--- config.mk ---
export PLATFORM = sky130hd
export DESIGN_NAME = priority_task_scheduler
export DESIGN_NICKNAME = d
export VERILOG_FILES = /design/src/design/pts_pkg.sv /design/src/design/priority_task_scheduler.sv /design/src/design/pts_alu.sv /design/src/design/pts_core.sv
export SDC_FILE = /design/constraint.sdc
export NUM_CORES = 2
export LEC_CHECK = 0
export ABC_AREA = 1
export BUFFER_PORTS_ARGS = -buffer_cell sky130_fd_sc_hd__buf_2
export CAP_MARGIN = 20
export CELL_PAD_IN_SITES_DETAIL_PLACEMENT = 1
export CELL_PAD_IN_SITES_GLOBAL_PLACEMENT = 2
export CORE_MARGIN = 2
export CORE_UTILIZATION = 38
export CTS_BUF_LIST = sky130_fd_sc_hd__clkbuf_16
export DETAILED_ROUTE_END_ITERATION = 10
export GPL_TIMING_DRIVEN = 1
export HOLD_SLACK_MARGIN = 0.02
export PLACE_DENSITY = 0.86
export SYNTH_ARGS = -nofsm -noshare
export SYNTH_HDL_FRONTEND = slang
export SYNTH_SLANG_ARGS = --single-unit
--- constraint.sdc ---
create_clock -name clock -period 12.5 [get_ports clock]
set_clock_uncertainty 0.1 [all_clocks]
set_input_delay 0 -clock clock [delete_from_list [all_inputs] [get_ports clock]]
set_output_delay 0 -clock clock [all_outputs]
set_load 0.02 [all_outputs]
--- src/design/pts_pkg.sv ---
// Shared types and constants for the priority task scheduler.
`timescale 1ns / 1ps

package pts_pkg;

   localparam int TASKS           = 8;
   localparam int PRIORITY_LEVELS = 32;
   localparam int IDX_W           = $clog2(TASKS);
   localparam int PRIO_W          = $clog2(PRIORITY_LEVELS);
   localparam int WORD_W          = 32;
   localparam int SLOT_W          = 3;
   localparam int REQ_PRIO_W      = 5;

   typedef enum logic [2:0] {
      OP_CREATE      = 3'd0,
      OP_DELAY       = 3'd1,
      OP_DELAY_UNTIL = 3'd2,
      OP_SUSPEND     = 3'd3,
      OP_RESUME      = 3'd4,
      OP_DELETE      = 3'd5,
      OP_START       = 3'd6,
      OP_SCHEDULE    = 3'd7
   } op_type;

   typedef enum logic [1:0] {
      ST_OK    = 2'd0,
      ST_FULL  = 2'd1,
      ST_IDLE  = 2'd2,
      ST_LIMIT = 2'd3
   } status_type;

   typedef enum logic [2:0] {
      S_IDLE,
      S_EXEC,
      S_SCAN,
      S_TICK,
      S_DU_CHECK,
      S_DU_FIX,
      S_DONE
   } state_type;

   typedef struct packed {
      op_type                  operation;
      logic [SLOT_W-1:0]       task_slot;
      logic [REQ_PRIO_W-1:0]   priority_req;
      logic [WORD_W-1:0]       ticks;
      logic [WORD_W-1:0]       previous_wake;
   } req_type;

   typedef struct packed {
      status_type              status;
      logic [SLOT_W-1:0]       granted_task;
      logic [WORD_W-1:0]       next_wake;
      logic [WORD_W-1:0]       current_tick;
   } rsp_type;

   typedef struct packed {
      logic [WORD_W-1:0] a;
      logic [WORD_W-1:0] b;
      logic              sub;
   } alu_req_type;

   typedef struct packed {
      logic [WORD_W-1:0] sum;
      logic              carry;
   } alu_rsp_type;

endpackage

--- src/design/priority_task_scheduler.sv ---
// Each request passes from the idle state through an execute step to the response register;
// delay_until adds a check step and possibly a fix step, create, start and a granting schedule
// scan the task table (one entry per cycle), and a schedule that finds no ready task adds an idle tick.
// One request is handled at a time, taken in the cycle after the previous result has moved to
// the response register; the register holds it until taken.
// Reset (synchronous, active high) clears the task table, the tick and the tick limit.
// Top level of the priority task scheduler.
`timescale 1ns / 1ps

module priority_task_scheduler
   import pts_pkg::*;
(
   input  logic              clock,
   input  logic              reset,
   input  logic              csr_valid,
   output logic              csr_ready,
   input  logic [WORD_W-1:0] csr_data,
   input  logic              req_valid,
   output logic              req_ready,
   input  req_type           req_data,
   output logic              rsp_valid,
   input  logic              rsp_ready,
   output rsp_type           rsp_data
);

   logic [WORD_W-1:0] limit_ff, limit_in;
   logic              rsp_valid_ff, rsp_valid_in;
   rsp_type           rsp_ff, rsp_in;
   logic              core_valid;
   logic              core_ready;
   rsp_type           core_rsp;

   pts_core u_core (
      .clock      (clock),
      .reset      (reset),
      .tick_limit (limit_ff),
      .in_valid   (req_valid),
      .in_ready   (req_ready),
      .in_data    (req_data),
      .out_valid  (core_valid),
      .out_ready  (core_ready),
      .out_data   (core_rsp)
   );

   assign csr_ready  = 1'b1;
   assign core_ready = !rsp_valid_ff || rsp_ready;
   assign rsp_valid  = rsp_valid_ff;
   assign rsp_data   = rsp_ff;

   always_comb begin
      limit_in     = limit_ff;
      rsp_valid_in = rsp_valid_ff;
      rsp_in       = rsp_ff;
      if (csr_valid) begin
         limit_in = csr_data;
      end
      if (core_valid && core_ready) begin
         rsp_valid_in = 1'b1;
         rsp_in       = core_rsp;
      end else if (rsp_ready) begin
         rsp_valid_in = 1'b0;
      end
   end

   always_ff @(posedge clock) begin
      if (reset) begin
         limit_ff     <= '0;
         rsp_valid_ff <= 1'b0;
      end else begin
         limit_ff     <= limit_in;
         rsp_valid_ff <= rsp_valid_in;
      end
   end

   always_ff @(posedge clock) begin
      rsp_ff <= rsp_in;
   end

endmodule

--- src/design/pts_alu.sv ---
// Shared 32-bit add/subtract unit with carry out.
`timescale 1ns / 1ps

module pts_alu
   import pts_pkg::*;
(
   input  alu_req_type alu_req,
   output alu_rsp_type alu_rsp
);

   logic [WORD_W:0] total;

   // sub: a + ~b + 1, carry set means a >= b unsigned
   assign total = {1'b0, alu_req.a} + {1'b0, alu_req.b ^ {WORD_W{alu_req.sub}}}
                  + (WORD_W + 1)'(alu_req.sub);

   assign alu_rsp.sum   = total[WORD_W-1:0];
   assign alu_rsp.carry = total[WORD_W];

endmodule

--- src/design/pts_core.sv ---
// Task table and sequencer; all tick and wake arithmetic goes through one shared adder.
`timescale 1ns / 1ps

module pts_core
   import pts_pkg::*;
(
   input  logic              clock,
   input  logic              reset,
   input  logic [WORD_W-1:0] tick_limit,
   input  logic              in_valid,
   output logic              in_ready,
   input  req_type           in_data,
   output logic              out_valid,
   input  logic              out_ready,
   output rsp_type           out_data
);

   state_type              state_ff, state_in;
   op_type                 op_ff, op_in;
   logic [IDX_W-1:0]       slot_ff, slot_in;
   logic                   slot_ok_ff, slot_ok_in;
   logic [PRIO_W-1:0]      prio_ff, prio_in;
   logic [WORD_W-1:0]      ticks_ff, ticks_in;
   logic [WORD_W-1:0]      prev_ff, prev_in;
   logic [WORD_W-1:0]      next_ff, next_in;
   logic [IDX_W-1:0]       idx_ff, idx_in;
   logic                   found_ff, found_in;
   logic [IDX_W-1:0]       best_ff, best_in;
   logic [PRIO_W-1:0]      best_prio_ff, best_prio_in;
   status_type             status_ff, status_in;
   logic [IDX_W-1:0]       granted_ff, granted_in;
   logic [WORD_W-1:0]      wake_out_ff, wake_out_in;
   logic [WORD_W-1:0]      tick_ff, tick_in;

   logic [TASKS-1:0]       used_ff, used_in;
   logic [TASKS-1:0]       blocked_ff, blocked_in;
   logic [TASKS-1:0]       susp_ff, susp_in;
   logic [PRIO_W-1:0]      prio_tbl_ff [TASKS];
   logic [PRIO_W-1:0]      prio_tbl_in [TASKS];
   logic [WORD_W-1:0]      wake_ff [TASKS];
   logic [WORD_W-1:0]      wake_in [TASKS];

   alu_req_type            alu_req;
   alu_rsp_type            alu_rsp;

   logic                   last;
   logic                   unblock;
   logic                   blk_next;
   logic                   eligible;
   logic                   take;

   pts_alu u_alu (
      .alu_req (alu_req),
      .alu_rsp (alu_rsp)
   );

   assign last     = (idx_ff == IDX_W'(TASKS - 1));
   // wake check for the scanned entry uses the adder result tick - wake
   assign unblock  = used_ff[idx_ff] && !susp_ff[idx_ff] && blocked_ff[idx_ff] &&
                     !alu_rsp.sum[WORD_W-1];
   assign blk_next = blocked_ff[idx_ff] && !unblock;
   assign eligible = used_ff[idx_ff] && !blk_next && !susp_ff[idx_ff];
   assign take     = eligible && (!found_ff || (prio_tbl_ff[idx_ff] > best_prio_ff));

   assign out_data.status       = status_ff;
   assign out_data.granted_task = SLOT_W'(granted_ff);
   assign out_data.next_wake    = wake_out_ff;
   assign out_data.current_tick = tick_ff;

   always_ff @(posedge clock) begin
      if (reset) begin
         state_ff   <= S_IDLE;
         tick_ff    <= '0;
         used_ff    <= '0;
         blocked_ff <= '0;
         susp_ff    <= '0;
         for (int i = 0; i < TASKS; i++) begin
            prio_tbl_ff[i] <= '0;
            wake_ff[i]     <= '0;
         end
      end else begin
         state_ff   <= state_in;
         tick_ff    <= tick_in;
         used_ff    <= used_in;
         blocked_ff <= blocked_in;
         susp_ff    <= susp_in;
         for (int i = 0; i < TASKS; i++) begin
            prio_tbl_ff[i] <= prio_tbl_in[i];
            wake_ff[i]     <= wake_in[i];
         end
      end
   end

   always_ff @(posedge clock) begin
      op_ff        <= op_in;
      slot_ff      <= slot_in;
      slot_ok_ff   <= slot_ok_in;
      prio_ff      <= prio_in;
      ticks_ff     <= ticks_in;
      prev_ff      <= prev_in;
      next_ff      <= next_in;
      idx_ff       <= idx_in;
      found_ff     <= found_in;
      best_ff      <= best_in;
      best_prio_ff <= best_prio_in;
      status_ff    <= status_in;
      granted_ff   <= granted_in;
      wake_out_ff  <= wake_out_in;
   end

   always_comb begin
      state_in     = state_ff;
      op_in        = op_ff;
      slot_in      = slot_ff;
      slot_ok_in   = slot_ok_ff;
      prio_in      = prio_ff;
      ticks_in     = ticks_ff;
      prev_in      = prev_ff;
      next_in      = next_ff;
      idx_in       = idx_ff;
      found_in     = found_ff;
      best_in      = best_ff;
      best_prio_in = best_prio_ff;
      status_in    = status_ff;
      granted_in   = granted_ff;
      wake_out_in  = wake_out_ff;
      tick_in      = tick_ff;
      used_in      = used_ff;
      blocked_in   = blocked_ff;
      susp_in      = susp_ff;
      prio_tbl_in  = prio_tbl_ff;
      wake_in      = wake_ff;
      alu_req      = '{a: tick_ff, b: ticks_ff, sub: 1'b0};
      in_ready     = 1'b0;
      out_valid    = 1'b0;

      case (state_ff)
         S_IDLE: begin
            in_ready = 1'b1;
            if (in_valid) begin
               op_in       = in_data.operation;
               slot_in     = IDX_W'(in_data.task_slot);
               slot_ok_in  = int'(in_data.task_slot) < TASKS;
               if (int'(in_data.priority_req) >= PRIORITY_LEVELS) begin
                  prio_in = PRIO_W'(PRIORITY_LEVELS - 1);
               end else begin
                  prio_in = PRIO_W'(in_data.priority_req);
               end
               ticks_in     = in_data.ticks;
               prev_in      = in_data.previous_wake;
               idx_in       = '0;
               found_in     = 1'b0;
               best_in      = '0;
               best_prio_in = '0;
               status_in    = ST_OK;
               granted_in   = '0;
               wake_out_in  = '0;
               state_in     = S_EXEC;
            end
         end
         S_EXEC: begin
            case (op_ff)
               OP_CREATE, OP_START: begin
                  state_in = S_SCAN;
               end
               OP_DELAY: begin
                  alu_req.b = (ticks_ff == '0) ? WORD_W'(1) : ticks_ff;
                  if (slot_ok_ff) begin
                     wake_in[slot_ff]    = alu_rsp.sum;
                     blocked_in[slot_ff] = 1'b1;
                  end
                  state_in = S_DONE;
               end
               OP_DELAY_UNTIL: begin
                  alu_req.a = prev_ff;
                  next_in   = alu_rsp.sum;
                  state_in  = slot_ok_ff ? S_DU_CHECK : S_DONE;
               end
               OP_SUSPEND: begin
                  if (slot_ok_ff) begin
                     susp_in[slot_ff]    = 1'b1;
                     blocked_in[slot_ff] = 1'b1;
                  end
                  state_in = S_DONE;
               end
               OP_RESUME: begin
                  if (slot_ok_ff) begin
                     susp_in[slot_ff]    = 1'b0;
                     blocked_in[slot_ff] = 1'b0;
                  end
                  state_in = S_DONE;
               end
               OP_DELETE: begin
                  if (slot_ok_ff) begin
                     used_in[slot_ff]    = 1'b0;
                     blocked_in[slot_ff] = 1'b1;
                  end
                  state_in = S_DONE;
               end
               OP_SCHEDULE: begin
                  // tick >= limit when tick - limit does not borrow
                  alu_req.b   = tick_limit;
                  alu_req.sub = 1'b1;
                  if ((tick_limit != '0) && alu_rsp.carry) begin
                     status_in = ST_LIMIT;
                     state_in  = S_DONE;
                  end else begin
                     state_in = S_SCAN;
                  end
               end
               default: begin
                  state_in = S_DONE;
               end
            endcase
         end
         S_SCAN: begin
            case (op_ff)
               OP_CREATE: begin
                  if (!used_ff[idx_ff]) begin
                     used_in[idx_ff]     = 1'b1;
                     blocked_in[idx_ff]  = 1'b0;
                     susp_in[idx_ff]     = 1'b0;
                     prio_tbl_in[idx_ff] = prio_ff;
                     wake_in[idx_ff]     = '0;
                     granted_in          = idx_ff;
                     status_in           = ST_OK;
                     state_in            = S_DONE;
                  end else if (last) begin
                     status_in = ST_FULL;
                     state_in  = S_DONE;
                  end else begin
                     idx_in = idx_ff + 1'b1;
                  end
               end
               OP_START: begin
                  if (used_ff[idx_ff]) begin
                     blocked_in[idx_ff] = 1'b0;
                     wake_in[idx_ff]    = tick_ff;
                  end
                  if (last) begin
                     state_in = S_DONE;
                  end else begin
                     idx_in = idx_ff + 1'b1;
                  end
               end
               default: begin
                  alu_req.b          = wake_ff[idx_ff];
                  alu_req.sub        = 1'b1;
                  blocked_in[idx_ff] = blk_next;
                  if (take) begin
                     found_in     = 1'b1;
                     best_in      = idx_ff;
                     best_prio_in = prio_tbl_ff[idx_ff];
                  end
                  if (last) begin
                     if (found_ff || take) begin
                        granted_in = take ? idx_ff : best_ff;
                        state_in   = S_DONE;
                     end else begin
                        state_in = S_TICK;
                     end
                  end else begin
                     idx_in = idx_ff + 1'b1;
                  end
               end
            endcase
         end
         S_TICK: begin
            alu_req.b = WORD_W'(1);
            tick_in   = alu_rsp.sum;
            status_in = ST_IDLE;
            state_in  = S_DONE;
         end
         S_DU_CHECK: begin
            // behind schedule when next - tick <= 0
            alu_req.a   = next_ff;
            alu_req.b   = tick_ff;
            alu_req.sub = 1'b1;
            if ((alu_rsp.sum == '0) || alu_rsp.sum[WORD_W-1]) begin
               state_in = S_DU_FIX;
            end else begin
               wake_in[slot_ff]    = next_ff;
               blocked_in[slot_ff] = 1'b1;
               wake_out_in         = next_ff;
               state_in            = S_DONE;
            end
         end
         S_DU_FIX: begin
            wake_in[slot_ff]    = alu_rsp.sum;
            blocked_in[slot_ff] = 1'b1;
            wake_out_in         = alu_rsp.sum;
            state_in            = S_DONE;
         end
         S_DONE: begin
            out_valid = 1'b1;
            if (out_ready) begin
               state_in = S_IDLE;
            end
         end
         default: begin
            state_in = S_IDLE;
         end
      endcase
   end

`ifndef SYNTH
   a_accept_starts: assert property (@(posedge clock) disable iff (reset)
      (in_valid && in_ready) |=> (state_ff == S_EXEC))
      else $error("accepted request did not start execution");

   a_tick_only_idle: assert property (@(posedge clock) disable iff (reset)
      (state_ff != S_TICK) |=> (tick_ff == $past(tick_ff)))
      else $error("tick changed outside the idle tick step");

   a_limit_needs_limit: assert property (@(posedge clock) disable iff (reset)
      (out_valid && (status_ff == ST_LIMIT)) |-> (tick_limit != '0))
      else $error("limit status with no tick limit set");

   a_grant_ready: assert property (@(posedge clock) disable iff (reset)
      (out_valid && (op_ff == OP_SCHEDULE) && (status_ff == ST_OK)) |->
      (used_ff[granted_ff] && !blocked_ff[granted_ff] && !susp_ff[granted_ff]))
      else $error("granted task is not ready");

   a_create_used: assert property (@(posedge clock) disable iff (reset)
      (out_valid && (op_ff == OP_CREATE) && (status_ff == ST_OK)) |->
      used_ff[granted_ff])
      else $error("created slot not marked used");
`endif

endmodule
; Word-level counts from Yosys, hierarchy flattened
; Cells that the tools add are included.
[word_totals]
regBits = 613
out_inout_bits = 72
word_cells = 257
[classes]
n_addsub = 3
order_cmp = 9
n_eq_ne = 36
muxes = 101
bitwise = 16
n_reduce_logical = 52
[ops]
columns = operator, n
row1 = 256-bit 2-to-1 mux, 4
row2 = 256-bit case mux with 4 select lines, 1
row3 = 256-bit bitwise mux, 3
row4 = 256-bit case mux with 2 select lines, 1
row5 = 256-bit AND, 1
row6 = 32-bit 2-to-1 mux, 8
row7 = 256-bit NOT, 1
row8 = 32-bit demux with 3-bit select, 2
row9 = 32-bit case mux with 2 select lines, 2
row10 = 32-bit case mux with 4 select lines, 1
row11 = 32-bit binary-select mux with 3-bit select, 1
row12 = 32-bit case mux with 3 select lines, 1
row13 = 8-bit case mux with 2 select lines, 5
row14 = 32-bit zero test, 2
row15 = 8-bit 2-to-1 mux, 8
row16 = 3-bit 2-to-1 mux, 16
row17 = 8-bit AND, 5
row18 = 40-bit bitwise mux, 1
row19 = 32-bit by 32-bit adder with 33-bit output, 1
row20 = 33-bit by 1-bit adder with 33-bit output, 1
row21 = 33-bit 2-to-1 mux, 1
row22 = 8-bit case mux with 4 select lines, 1
row23 = 32-bit nonzero test, 1
row24 = 32-bit bitwise XOR, 1
row25 = other kinds (48), 148

; Depth between registers and ports, before layout
[logic_depth]
depth_word = 22
mapped_depth = 36

; Modules after synthesis
; From an unflattened synthesis, not the netlist that was laid out.
[unflattened]
hier_cells = 6089
area_unflattened_um2 = 40124.7
[by_module_without_submodules]
columns = mod, instances, cells_each, area_per_inst_um2
row1 = pts_core, 1, 5389, 34252.9
row2 = priority_task_scheduler, 1, 216, 3244.4
row3 = pts_alu, 1, 484, 2627.5

; Worst setup path after synthesis
; Ideal clock, no wire load.
[synth_path]
path_type = flip-flop to flip-flop
startpoint = register u_core.state_ff[1]
endpoint = register rsp_ff (netlist bit rsp_data[0]) (enable)
setup_ns = 0.666
t_arrival_ns = 7.125
t_required_ns = 11.734
setup_slack_ns = 4.609
path_stages_with_launch = 4
path_buffers = 1
synth_period_minus_slack_ns = 7.891
cell_sequence = dfxtp_1 buf_2 inv_1 nor4_1
[synth_via]
elab_chain_len = 3
[synth_lines]
columns = element, line
row1 = start: declaration, pts_core.sv:18  ; state_type state_ff, state_in;
row2 = start signal: assignment, pts_core.sv:82  ; state_ff <= state_in;
row3 = 3-bit equality test, pts_core.sv:137  ; case (state_ff)
row4 = 1-bit 2-to-1 mux, pts_core.sv:137
row5 = 1-bit logical AND, priority_task_scheduler.sv:57  ; if (core_valid && core_ready) begin
row6 = end signal: assignment, priority_task_scheduler.sv:76  ; rsp_ff <= rsp_in;
row7 = end: declaration, priority_task_scheduler.sv:28  ; rsp_type rsp_ff, rsp_in;
; No other way between the ends.
; A chain may end at the register's enable or synchronous reset.

; Final worst setup path
[layout_path]
startpoint = register u_core.idx_ff[0]
endpoint = register u_core.wake_ff[57] (netlist name)
[layout_via]
elab_chain_len = 13
elab_cells_between_ends = 31
classes_between = 2 x add/sub / 2 x order compare / 3 x eq/ne / 16 x mux / 4 x bitwise / 4 x reduce/logical
[layout_lines]
columns = element, line
row1 = start: declaration, pts_core.sv:26  ; logic [IDX_W-1:0] idx_ff, idx_in;
row2 = start signal: assignment, pts_core.sv:102  ; idx_ff <= idx_in;
row3 = 3-bit NOT with 4-bit output (implied by the code), "pts_core.sv:224, pts_core.sv:238, pts_core.sv:247"
row4 = 32-bit binary-select mux with 3-bit select, pts_core.sv:247  ; alu_req.b = wake_ff[idx_ff];
row5 = 32-bit 2-to-1 mux (implied by the code) (2 in a row), pts_core.sv:247
row6 = 33-bit 2-to-1 mux, pts_core.sv:217  ; case (op_ff)
row7 = 32-bit case mux with 4 select lines, pts_core.sv:137
row8 = 32-bit bitwise XOR, pts_alu.sv:14  ; assign total = {1'b0, alu_req.a} + {1'b0, alu_req.b ^ {WORD_W{alu_req.sub}}}
row9 = 32-bit by 32-bit adder with 33-bit output, pts_alu.sv:14
row10 = 33-bit by 1-bit adder with 33-bit output, pts_alu.sv:15  ; + (WORD_W + 1)'(alu_req.sub);
row11 = 32-bit zero test, pts_core.sv:279  ; if ((alu_rsp.sum == '0) || alu_rsp.sum[WORD_W-1]) begin
row12 = 1-bit logical OR, pts_core.sv:279
row13 = 2-bit inequality test (no source line), -
row14 = 6-bit AND reduction (no source line), -
row15 = end signal: indexed assignment, pts_core.sv:89  ; wake_ff[i] <= wake_in[i];
row16 = end: declaration, pts_core.sv:40  ; logic [WORD_W-1:0] wake_ff [TASKS];
; Parallel ways exist; a longest one is shown, timed or not. The select of a mux whose other input is x is not followed.

==> flow_summary.rst <==
.. list-table::
   :header-rows: 1

   * - Metric
     - Value
   * - Category of the worst setup path capture point
     - register
   * - Slew Limit Fails
     - 0
   * - Sinks on Clock Net
     - 613
   * - Synthesized area per cell
     - 6.95 um^2
   * - Area growth from synthesis to layout
     - 17.2%
   * - Status
     - finished clean
   * - Worst path top cell family by delay
     - simple AND/OR/NAND/NOR gates
   * - Post-DRT Antenna Nets
     - 0
   * - Post-route setup TNS
     - 0 ns
   * - Clock tree from TritonCTS
     - done
   * - Critical path fanouts, max
     - 43
   * - R2R Setup Slk
     - 3.03 ns
   * - Met3 demand-to-capacity share in global routing
     - 0.120
   * - Clock latency of the later-clocked register in the worst-skew pair
     - 0.68 ns
   * - Die height
     - 317 um
   * - Launching element type of the critical path
     - register
   * - Crit-path max cell delay
     - 1.03 ns
   * - Starting density of the core
     - 0.384
   * - Worst vdd ir
     - 0.000178 V
   * - Total congestion overflow
     - 0
   * - Max cap viols
     - 0
   * - Worst Hold Launch
     - csr_data[19]
   * - Via count
     - 42800
   * - Most common library cells after synthesis
     - 1091 x sky130_fd_sc_hd__nand2_1, 731 x sky130_fd_sc_hd__nor2_1, 529 x sky130_fd_sc_hd__inv_1
   * - Async set or reset register ratio after synthesis
     - 0
   * - Global routing usage on met2
     - 0.586
   * - Final hold vios
     - 0
   * - WHS
     - 0.0711 ns
   * - Most frequent CP cell
     - sky130_fd_sc_hd__nand2_1
   * - Total clock buffers created by CTS
     - 76
   * - Vias in the first global route
     - 41800
   * - Count of buffers inserted at the top-level ports
     - 182
   * - Most instantiated library cell after synthesis
     - sky130_fd_sc_hd__nand2_1
   * - Worst Reg-to-Reg Cells
     - 32
   * - Netlist Area Pre-Place
     - 37100 um^2
   * - Met1 global-route usage
     - 0.513
   * - Share of final-layout standard cells stronger than drive strength 1
     - 0.0869
   * - Number of inserted filler cells in the final layout
     - 12200
   * - Die X
     - 317 um
   * - Weighted congestion reported at the end of routability-driven placement
     - 0.971
   * - # nets final
     - 5664
   * - Final Instance Count excl. Fillers
     - 6855
   * - Total setup violations reported at the end of the flow
     - 0
   * - Initial antenna violation count
     - 8
   * - Library cell used as clock root buffer
     - sky130_fd_sc_hd__clkbuf_16
   * - CP max-delay cell
     - sky130_fd_sc_hd__o41ai_1
   * - Leakage component of the power
     - 18.5 nW
   * - Synthesized netlist cell count
     - 5341
   * - Final worst path period share
     - 0.757
   * - Placed wire-length estimate after detailed placement
     - 126000 um
   * - Max Clock Freq
     - 0.106 GHz
   * - Data arrival at the endpoint of the critical path
     - 9.93 ns
   * - Slew margin rel.
     - 0.176
   * - Count of buffer and inverter cells on the critical path
     - 5
   * - Wire length per cell
     - 29.0 um
   * - Synth top area share
     - 0.209
   * - Buffer depth of the longest clock path
     - 3
   * - Time the worst path needs with I/O delays and setup
     - 9.47 ns
   * - Worst path required time
     - 12.96 ns
   * - Cells taking the most area after synthesis
     - sky130_fd_sc_hd__dfxtp_1 21%, sky130_fd_sc_hd__edfxtp_1 18%, sky130_fd_sc_hd__nand2_1 11%
   * - Most area-hungry cell type in the Yosys netlist
     - sky130_fd_sc_hd__dfxtp_1
   * - Number of ports placed on the die boundary
     - 184
   * - CTS resizes
     - 0
   * - Area enclosed by the die boundary
     - 100000 um^2
   * - Total area of multi-input combinational cells
     - 19000 um^2
   * - First-iteration detailed-routing DRC count
     - 5298
   * - Via density per instance
     - 6.24
   * - Clock transition time at the flip-flop clock pins of the worst setup and hold paths
     - 0.06 ns
   * - Core Area
     - 96700 um^2
   * - Worst Hold Path Cells
     - 4
   * - Number of distinct library cells after synthesis
     - 58
   * - Global-route usage over all layers
     - 0.389
   * - Global-route wire length before repair
     - 287000 um
   * - Warning count from the yosys run
     - 0
   * - Worst-Margin Slew
     - 1.22 ns
   * - Number of flops mapped to enable cells by yosys
     - 225
   * - Busiest metal layer after global routing
     - met2
   * - Startpoint of the worst register-to-register path
     - u_core.idx_ff[0]
   * - Pre-Repair DR Iteration Count
     - 6
   * - Path category of the worst min-delay check
     - primary input to register
   * - Fraction of the yosys area taken by sequential cells
     - 0.391
   * - Number of register bits inferred by synthesis
     - 613
   * - Most instantiated flip-flop cell in the synthesis netlist
     - sky130_fd_sc_hd__dfxtp_1
   * - Unrepaired setup endpoints after global routing
     - false
   * - Total routed wirelength
     - 199000 um
   * - Clock H-tree levels
     - 3
   * - Power density over the cells
     - 254 nW/um^2
   * - Register area
     - 14500 um^2
   * - Post-Syn Nets
     - 5491
   * - Critical Setup Path Class
     - register to register
   * - # placed instances
     - 6507
   * - Pin count of the biggest net entering global routing
     - 148
   * - Number of placement rows
     - 114
   * - Hold worst-path end
     - limit_ff[19]
   * - End of the worst register-to-register path
     - u_core.wake_ff[57]
   * - Total DRC errors in the routed layout
     - 0
## sequential cells by signal, indices dropped and copies added (netlist names), named ones only
name,cells
limit_ff,32
rsp_data,69
rsp_valid,1
u_core.best_ff,3
u_core.best_prio_ff,5
u_core.found_ff,1
u_core.granted_ff,3
u_core.idx_ff,3
u_core.next_ff,32
u_core.op_ff,3
u_core.prev_ff,32
u_core.prio_ff,5
u_core.prio_tbl_ff,40
u_core.slot_ff,3
u_core.state_ff,3
u_core.status_ff,2
u_core.tick_ff,32
u_core.ticks_ff,32
u_core.used_ff,8
u_core.wake_ff,256
u_core.wake_out_ff,32
## placed cells by master (no fill, tap or decap), drive strengths merged, types with 4 or more instances in the layout
master,netlist,layout
nand2,1100,1100
nand4,43,43
nand3,66,66
clkinvlp,0,4
edfxtp,225,225
xor2,7,7
a221oi,15,15
o21ai,504,504
o221ai,78,78
nor2,735,735
dfxtp,388,388
o31ai,4,4
clkbuf,287,79
dlygate4sd3,0,201
bufinv,0,6
a22oi,58,58
inv,555,582
clkinv,46,72
nand3b,7,7
nor3,25,25
nor4,13,13
a22o,13,13
or2,5,5
o22ai,315,315
ha,37,37
a31oi,6,6
o211ai,210,210
a32oi,4,4
a21oi,413,413
o32ai,8,8
o41ai,29,29
a211oi,21,21
o21a,4,4
buf,103,284
## worst register-to-register path: cells and delay by family, from the launching register on
family / cells / cell delay, ns
and+or+nand+nor: 20 / 3.84
buffers and inverters: 5 / 2.21
AOI/OAI and AO/OA: 6 / 2.34
DFF: 1 / 0.64
adders and majority gates: 1 / 0.22
## repair_timing
item | CTS | global route
hold buffers | 201 | 0
buffers inserted | 0 | 0
hold endpoints to repair | 136 | 0
## layer usage
| metal | share of wire | up-vias | wire (um) |
|---|---|---|---|
| li1 | - | 18600 | - |
| met1 | 0.41 | 21100 | 80700 |
| met2 | 0.43 | 2459 | 85000 |
| met3 | 0.12 | 519 | 23300 |
| met4 | 0.048 | 10 | 9540 |
| met5 | 0.00035 | - | 69 |
## worst max path at each step
stage | cells after the start | to | start | slack [ns]
3_3_place_gp | 32 | u_core.wake_ff[60] | u_core.idx_ff[0] | 3.66
3_5_place_dp | 32 | u_core.wake_ff[62] | u_core.idx_ff[0] | 3.52
5_1_grt | 32 | u_core.wake_ff[60] | u_core.idx_ff[0] | 2.78
4_1_cts | 32 | u_core.wake_ff[57] | u_core.idx_ff[0] | 3.52
2_1_floorplan | 3 | rsp_data[0] | u_core.state_ff[1] | 4.61
6_report | 32 | u_core.wake_ff[57] | u_core.idx_ff[0] | 3.03
## area by class of cell
class / instances / area share
Antenna cell: 1 / 0.0000575
Clock buffer: 79 / 0.0455
Clock inverter: 63 / 0.0106
Inverter: 601 / 0.0522
Multi-Input combinational cell: 3737 / 0.436
Sequential cell: 613 / 0.334
Tap cell: 1276 / 0.0367
Timing Repair Buffer: 485 / 0.0854
## stage by stage
stage | total power (W) | area (um^2) | util | setup slack, ns
after floorplan | 0.00621 | 37100 | - | 4.61
after global placement | 0.00834 | 39000 | 0.403 | 3.66
after detailed placement | 0.00845 | 39000 | 0.403 | 3.52
after CTS | 0.0107 | 43400 | 0.449 | 3.52
after global routing | 0.0114 | 43500 | 0.450 | 2.78
final | 0.0110 | 43500 | 0.450 | 3.03
## where the power goes
group,total (W),internal (W),switching [W],leakage (nW)
logic,0.00581,0.00132,0.00449,11.9
clock network,0.00227,0.00127,0.000996,1.28
registers,0.00296,0.00266,0.000306,5.29
total,0.0110,0.00525,0.00579,18.5
## kinds of logic after synthesis
| kind of cell | after synthesis | synth area share |
|---|---|---|
| flops | 613 | 0.391 |
| simple gates | 1997 | 0.214 |
| buf+inv | 991 | 0.104 |
| xor+xnor | 9 | 0.00212 |
| compound gates | 1692 | 0.276 |
| other cells | 1 | 0.000101 |
| fa+ha+maj | 38 | 0.0130 |
No activity file was read; power rests on OpenSTA's default activity.
